## src/sv/cns_pkg.sv

```systemverilog
// ----------------------------------------------------------------------------
// cns_pkg
// Shared types, widths and helpers for the correlated noise sampler.
// ----------------------------------------------------------------------------
`default_nettype none

package cns_pkg;

    localparam int FRAC_BITS = 16;
    localparam int RAND_FRAC = 15;
    localparam int MEAN_W    = 32;
    localparam int COV_W     = 31;
    localparam int RAND_W    = 16;
    localparam int Q_W       = 32;
    localparam int ROOT_W    = (COV_W + FRAC_BITS + 1) / 2;
    localparam int RAD_W     = 2 * ROOT_W;
    localparam int REM_W     = ROOT_W + 3;
    localparam int DREM_W    = ROOT_W + 1;
    localparam int CMP_W     = Q_W + ROOT_W + FRAC_BITS;
    localparam int P0_W      = ROOT_W + 1 + RAND_W;
    localparam int P1_W      = Q_W + 1 + RAND_W;
    localparam int SUM_W     = P1_W + 2;

    localparam logic [1:0] ST_OK        = 2'd0;
    localparam logic [1:0] ST_DIAG_ZERO = 2'd1;
    localparam logic [1:0] ST_RAD_NEG   = 2'd2;

    typedef struct packed {
        logic signed [MEAN_W-1:0] mean_x;
        logic signed [MEAN_W-1:0] mean_y;
        logic        [COV_W-1:0]  cov_00;
        logic signed [MEAN_W-1:0] cov_10;
        logic        [COV_W-1:0]  cov_11;
        logic signed [RAND_W-1:0] rand_a;
        logic signed [RAND_W-1:0] rand_b;
    } cns_in_t;

    typedef struct packed {
        logic signed [MEAN_W-1:0] sample_x;
        logic signed [MEAN_W-1:0] sample_y;
        logic        [1:0]        status;
    } cns_out_t;

    typedef struct packed {
        logic signed [MEAN_W-1:0] mean_x;
        logic signed [MEAN_W-1:0] mean_y;
        logic        [Q_W-1:0]    mag;
        logic                     neg;
        logic        [COV_W-1:0]  c11;
        logic signed [RAND_W-1:0] rand_a;
        logic signed [RAND_W-1:0] rand_b;
        logic        [ROOT_W-1:0] s00;
        logic        [Q_W-1:0]    q;
        logic        [1:0]        status;
    } cns_side_t;

    function automatic logic signed [MEAN_W-1:0] sat_mean(input logic signed [SUM_W-1:0] v);
        logic signed [SUM_W-1:0] hi;
        logic signed [SUM_W-1:0] lo;
        hi = SUM_W'(32'sh7FFF_FFFF);
        lo = -SUM_W'(32'sh7FFF_FFFF) - SUM_W'(1);
        if (v > hi) begin
            return hi[MEAN_W-1:0];
        end else if (v < lo) begin
            return lo[MEAN_W-1:0];
        end
        return v[MEAN_W-1:0];
    endfunction

endpackage

`default_nettype wire

```

## src/sv/cns_out.sv

```systemverilog
// ----------------------------------------------------------------------------
// cns_out
// Product, sum and saturation stages that turn the factor into a sample.
// ----------------------------------------------------------------------------
`default_nettype none

module cns_out (
    input  wire logic                       aclk,
    input  wire logic                       aresetn,
    input  wire logic                       en,
    input  wire logic                       in_valid,
    input  wire cns_pkg::cns_side_t         in_side,
    input  wire logic [cns_pkg::ROOT_W-1:0] in_s11,
    output logic                            out_valid,
    output cns_pkg::cns_out_t               out_data
);
    import cns_pkg::*;

    logic                     mul_valid_reg;
    cns_side_t                mul_side_reg;
    logic signed [P0_W-1:0]   p0_reg;
    logic signed [P1_W-1:0]   p1_reg;
    logic signed [P0_W-1:0]   p2_reg;
    logic signed [Q_W:0]      s10;

    logic                     add_valid_reg;
    cns_side_t                add_side_reg;
    logic signed [SUM_W-1:0]  sx_reg;
    logic signed [SUM_W-1:0]  sum_reg;
    logic signed [P0_W-1:0]   dx;

    logic                     fin_valid_reg;
    cns_out_t                 fin_reg;
    cns_out_t                 fin_next;
    logic signed [SUM_W-1:0]  dy;
    logic signed [SUM_W-1:0]  sy;

    assign s10 = in_side.neg ? -$signed({1'b0, in_side.q}) : $signed({1'b0, in_side.q});
    assign dx  = p0_reg >>> RAND_FRAC;

    always_comb begin
        dy = sum_reg >>> RAND_FRAC;
        sy = SUM_W'(add_side_reg.mean_y) + dy;
        if (add_side_reg.status == ST_OK) begin
            fin_next.sample_x = sat_mean(sx_reg);
            fin_next.sample_y = sat_mean(sy);
        end else begin
            fin_next.sample_x = add_side_reg.mean_x;
            fin_next.sample_y = add_side_reg.mean_y;
        end
        fin_next.status = add_side_reg.status;
    end

    always_ff @(posedge aclk) begin
        if (!aresetn) begin
            mul_valid_reg <= 1'b0;
            add_valid_reg <= 1'b0;
            fin_valid_reg <= 1'b0;
        end else if (en) begin
            mul_valid_reg <= in_valid;
            add_valid_reg <= mul_valid_reg;
            fin_valid_reg <= add_valid_reg;
        end
        if (en) begin
            mul_side_reg <= in_side;
            p0_reg       <= $signed({1'b0, in_side.s00}) * in_side.rand_a;
            p1_reg       <= s10 * in_side.rand_a;
            p2_reg       <= $signed({1'b0, in_s11}) * in_side.rand_b;
            add_side_reg <= mul_side_reg;
            sx_reg       <= SUM_W'(mul_side_reg.mean_x) + SUM_W'(dx);
            sum_reg      <= SUM_W'(p1_reg) + SUM_W'(p2_reg);
            fin_reg      <= fin_next;
        end
    end

    assign out_valid = fin_valid_reg;
    assign out_data  = fin_reg;

endmodule

`default_nettype wire

```

## config.mk

```make
export PLATFORM = sky130hd
export DESIGN_NAME = cns_out
export DESIGN_NICKNAME = d
export VERILOG_FILES = /design/src/sv/cns_pkg.sv /design/src/sv/cns_out.sv
export SDC_FILE = /design/constraint.sdc
export NUM_CORES = 2
export LEC_CHECK = 0
export ABC_AREA = 1
export BUFFER_PORTS_ARGS = -buffer_cell sky130_fd_sc_hd__clkbuf_2
export CORE_ASPECT_RATIO = 0.8
export CORE_MARGIN = 10
export CORE_UTILIZATION = 57
export CTS_CLUSTER_SIZE = 20
export DETAILED_ROUTE_END_ITERATION = 10
export GPL_TIMING_DRIVEN = 0
export PLACE_DENSITY = 0.83
export SYNTH_ARGS = -nofsm -noshare
export SYNTH_HDL_FRONTEND = slang
export SYNTH_SLANG_ARGS = --single-unit
```

## constraint.sdc

```tcl
create_clock -name aclk -period 20.2 [get_ports aclk]
set_input_delay 2.02 -clock aclk [delete_from_list [all_inputs] [get_ports aclk]]
set_output_delay 2.02 -clock aclk [all_outputs]
set_load 0.02 [all_outputs]
```

==> results.tsv <==
metric	value	unit
Global Route Usage Sum	31.6	%
worst reg2reg path depth	17	
layout cells sized above 1	4.85	%
net count reported at finish	9837	
number of failing hold endpoints at the final stage	0	
proportion of synthesized chip area in sequential cells	17.9	%
Maximum Capacitance Violations	0	
initial core utilization	57.4	%
via density per instance	5.56	
gate count of the mapped netlist	7692	
maximum number of pins on one net before global-route repair	116	
number of violations reported at the end of detailed-routing iteration 0	5938	
remaining design rule violation count	0	
met3 wire length	27.0	mm
Hold Path Class	flip-flop to flip-flop	
top post-synthesis cells by area	fa_1 (35%), edfxtp_1 (18%), inv_1 (11%)	
Met2 Wirelength	83.7	mm
buffer type at the clock tree root	clkbuf_16	
most instantiated flip-flop cell in the synthesis netlist	edfxtp_1	
remaining antenna violation count after routing	0	
CTS Hold Buffers Added	0	
clock slew at the register clock pins of the worst setup and hold paths	0.06	ns
count of H-tree levels built during CTS	2	
insertion delay to the later sink of the worst-skew pair	0.58	ns
number of detailed-routing iterations run before antenna repair	6	
Sink Count	385	
netlist area before placement	64500	um2
Yosys Warn Count	0	
die width	396	um
antenna violations before repair	14	
maximum clock skew at final layout	0.0414	ns
global-route wire length before repair	311	mm
setup repair after global routing missed its margin	false	
sum of negative setup slack	0	ns
number of buffers created by CTS	43	
#FFs+latches synth	385	
y dimension of the die	321	um
number of core rows	110	
stage delay of the slowest cell on the critical path	0.70	ns
synth cell count leaders	inv_1 (1918), nand2_1 (1779), fa_1 (1113), nor2_1 (546), ha_1 (505)	
Max FO, Critical Path	10	
number of enable-type register cells in the synthesized netlist	382	
met1 WL	81.5	mm
I/O pin count	313	
CP max-delay cell	xor2_1	
Port-buffer cells	233	
run status	completed	
via count	52900	
count of final setup violators	0	
CP Class	primary input to flip-flop	
Longest Clk Path Bufs	3	
die footprint	127000	um2
endpoint kind of the worst setup timing path	flip-flop	
clock tree from TritonCTS	done	
worst-margin pin slew	1.36	ns
net count after synthesis	9556	
Cells on Worst Hold Path	0	
normalized max-slew margin	9.36	%
final worst-path cycle share	51.3	%
via count of the first global-routing pass	53900	
synth unique cells	55	
routed length per instance	21.0	um
fill count	9854	
GRT Residual Overflow	0	
area growth from synthesis to layout	7.03	%
# resized after CTS	0	
maximum frequency from static timing analysis	96.5	MHz
cell with the most instances after synthesis	inv_1	
minimum clock period after layout	10.37	ns
cell taking the most area after synthesis	fa_1	
kind of launch point of the worst setup path	primary input	
critical path arrival	10.62	ns
postcts setup bufs	0	
total wirelength of the detailed-routed design	200	mm
global placement routability congestion	1.02	
area share of the largest cell type after synthesis	34.5	%
top layer used by detailed routing	met5	
half-perimeter wire length of the detailed placement result	170	mm
final slew viol count	0	
Core Box Area	112000	um2
Async S/R FF share, synth	0	%
required time of the worst setup path	20.45	ns
Avg Inst Size Synth	8.39	um2
worst max-delay path, delay by kind of cell:
family / cells / cell delay, ns
xor+xnor: 2 / 0.85
fa+ha+maj: 8 / 3.56
simple gates: 8 / 1.70
buf+inv: 7 / 1.17
compound gates: 5 / 1.27
path summary, 6_finish.rpt:
check,start,slack [ns],endpoint
worst max-delay path,in_side[2],9.83,p1_reg[47]$_DFFE_PP_
worst max register to register,add_side_reg[154]$_DFFE_PP_,17.05,out_data[30]$_DFFE_PP_
worst min register to register,mul_side_reg[158]$_DFFE_PP_,0.42,add_side_reg[158]$_DFFE_PP_
worst min-delay path,mul_side_reg[158]$_DFFE_PP_,0.42,add_side_reg[158]$_DFFE_PP_
layout make-up:
type | instances | area, um2 | area share (%)
buffer | 221 | 878 | 1.27
clock inverter | 24 | 238 | 0.344
sequential | 385 | 11500 | 16.7
timing repair buffer | 236 | 1260 | 1.82
tap | 1512 | 1890 | 2.74
inverter | 1933 | 7260 | 10.5
antenna | 9 | 22.5 | 0.0326
multi-input combinational | 5153 | 44800 | 64.9
clock buffer | 51 | 1130 | 1.63
per-stage QoR:
step                      std cells  hold WS [ns]  setup slack, ns  instance area [um2]  utilization, %
after floorplan                7692         0.400            11.68                64500               -
after global placement         9437         0.405             9.68                67600            60.1
after detailed placement       9440         0.405             9.65                67700            60.2
after CTS                      9515         0.419            10.19                69000            61.4
after global routing           9520         0.425             9.68                69000            61.4
final                          9524         0.419             9.83                69100            61.4
cell families after synthesis:
logic type      Yosys count  share of synthesized area [%]
fa+ha+maj              1618                           44.3
compound gates          671                           5.83
simple gates           2645                           16.4
flops                   385                           17.9
xor+xnor                219                           2.98
buf+inv                2154                           12.6
placed cells by master (no fill, tap or decap), types with 44 or more instances in the layout:
cell type  count
xor2_1       137
inv_1       1918
xnor2_1       81
clkbuf_2     232
or2_2         45
nor2_1       546
a31oi_1       44
nand2_1     1779
nand3_1      159
ha_1         505
clkbuf_1     201
a21oi_1      297
o21ai_0      207
clkbuf_16     44
edfxtp_1     382
fa_1        1113
per-layer routing:
metal	vias to the layer above	GRT usage, %
li1	23700	-
met1	25800	44.5
met2	3064	46.2
met3	466	9.41
met4	8	10.9
met5	-	0.775
Power is left out: the tool's default activity adds up to more than one toggle a clock period on the data nets, which glitch-free logic cannot reach.
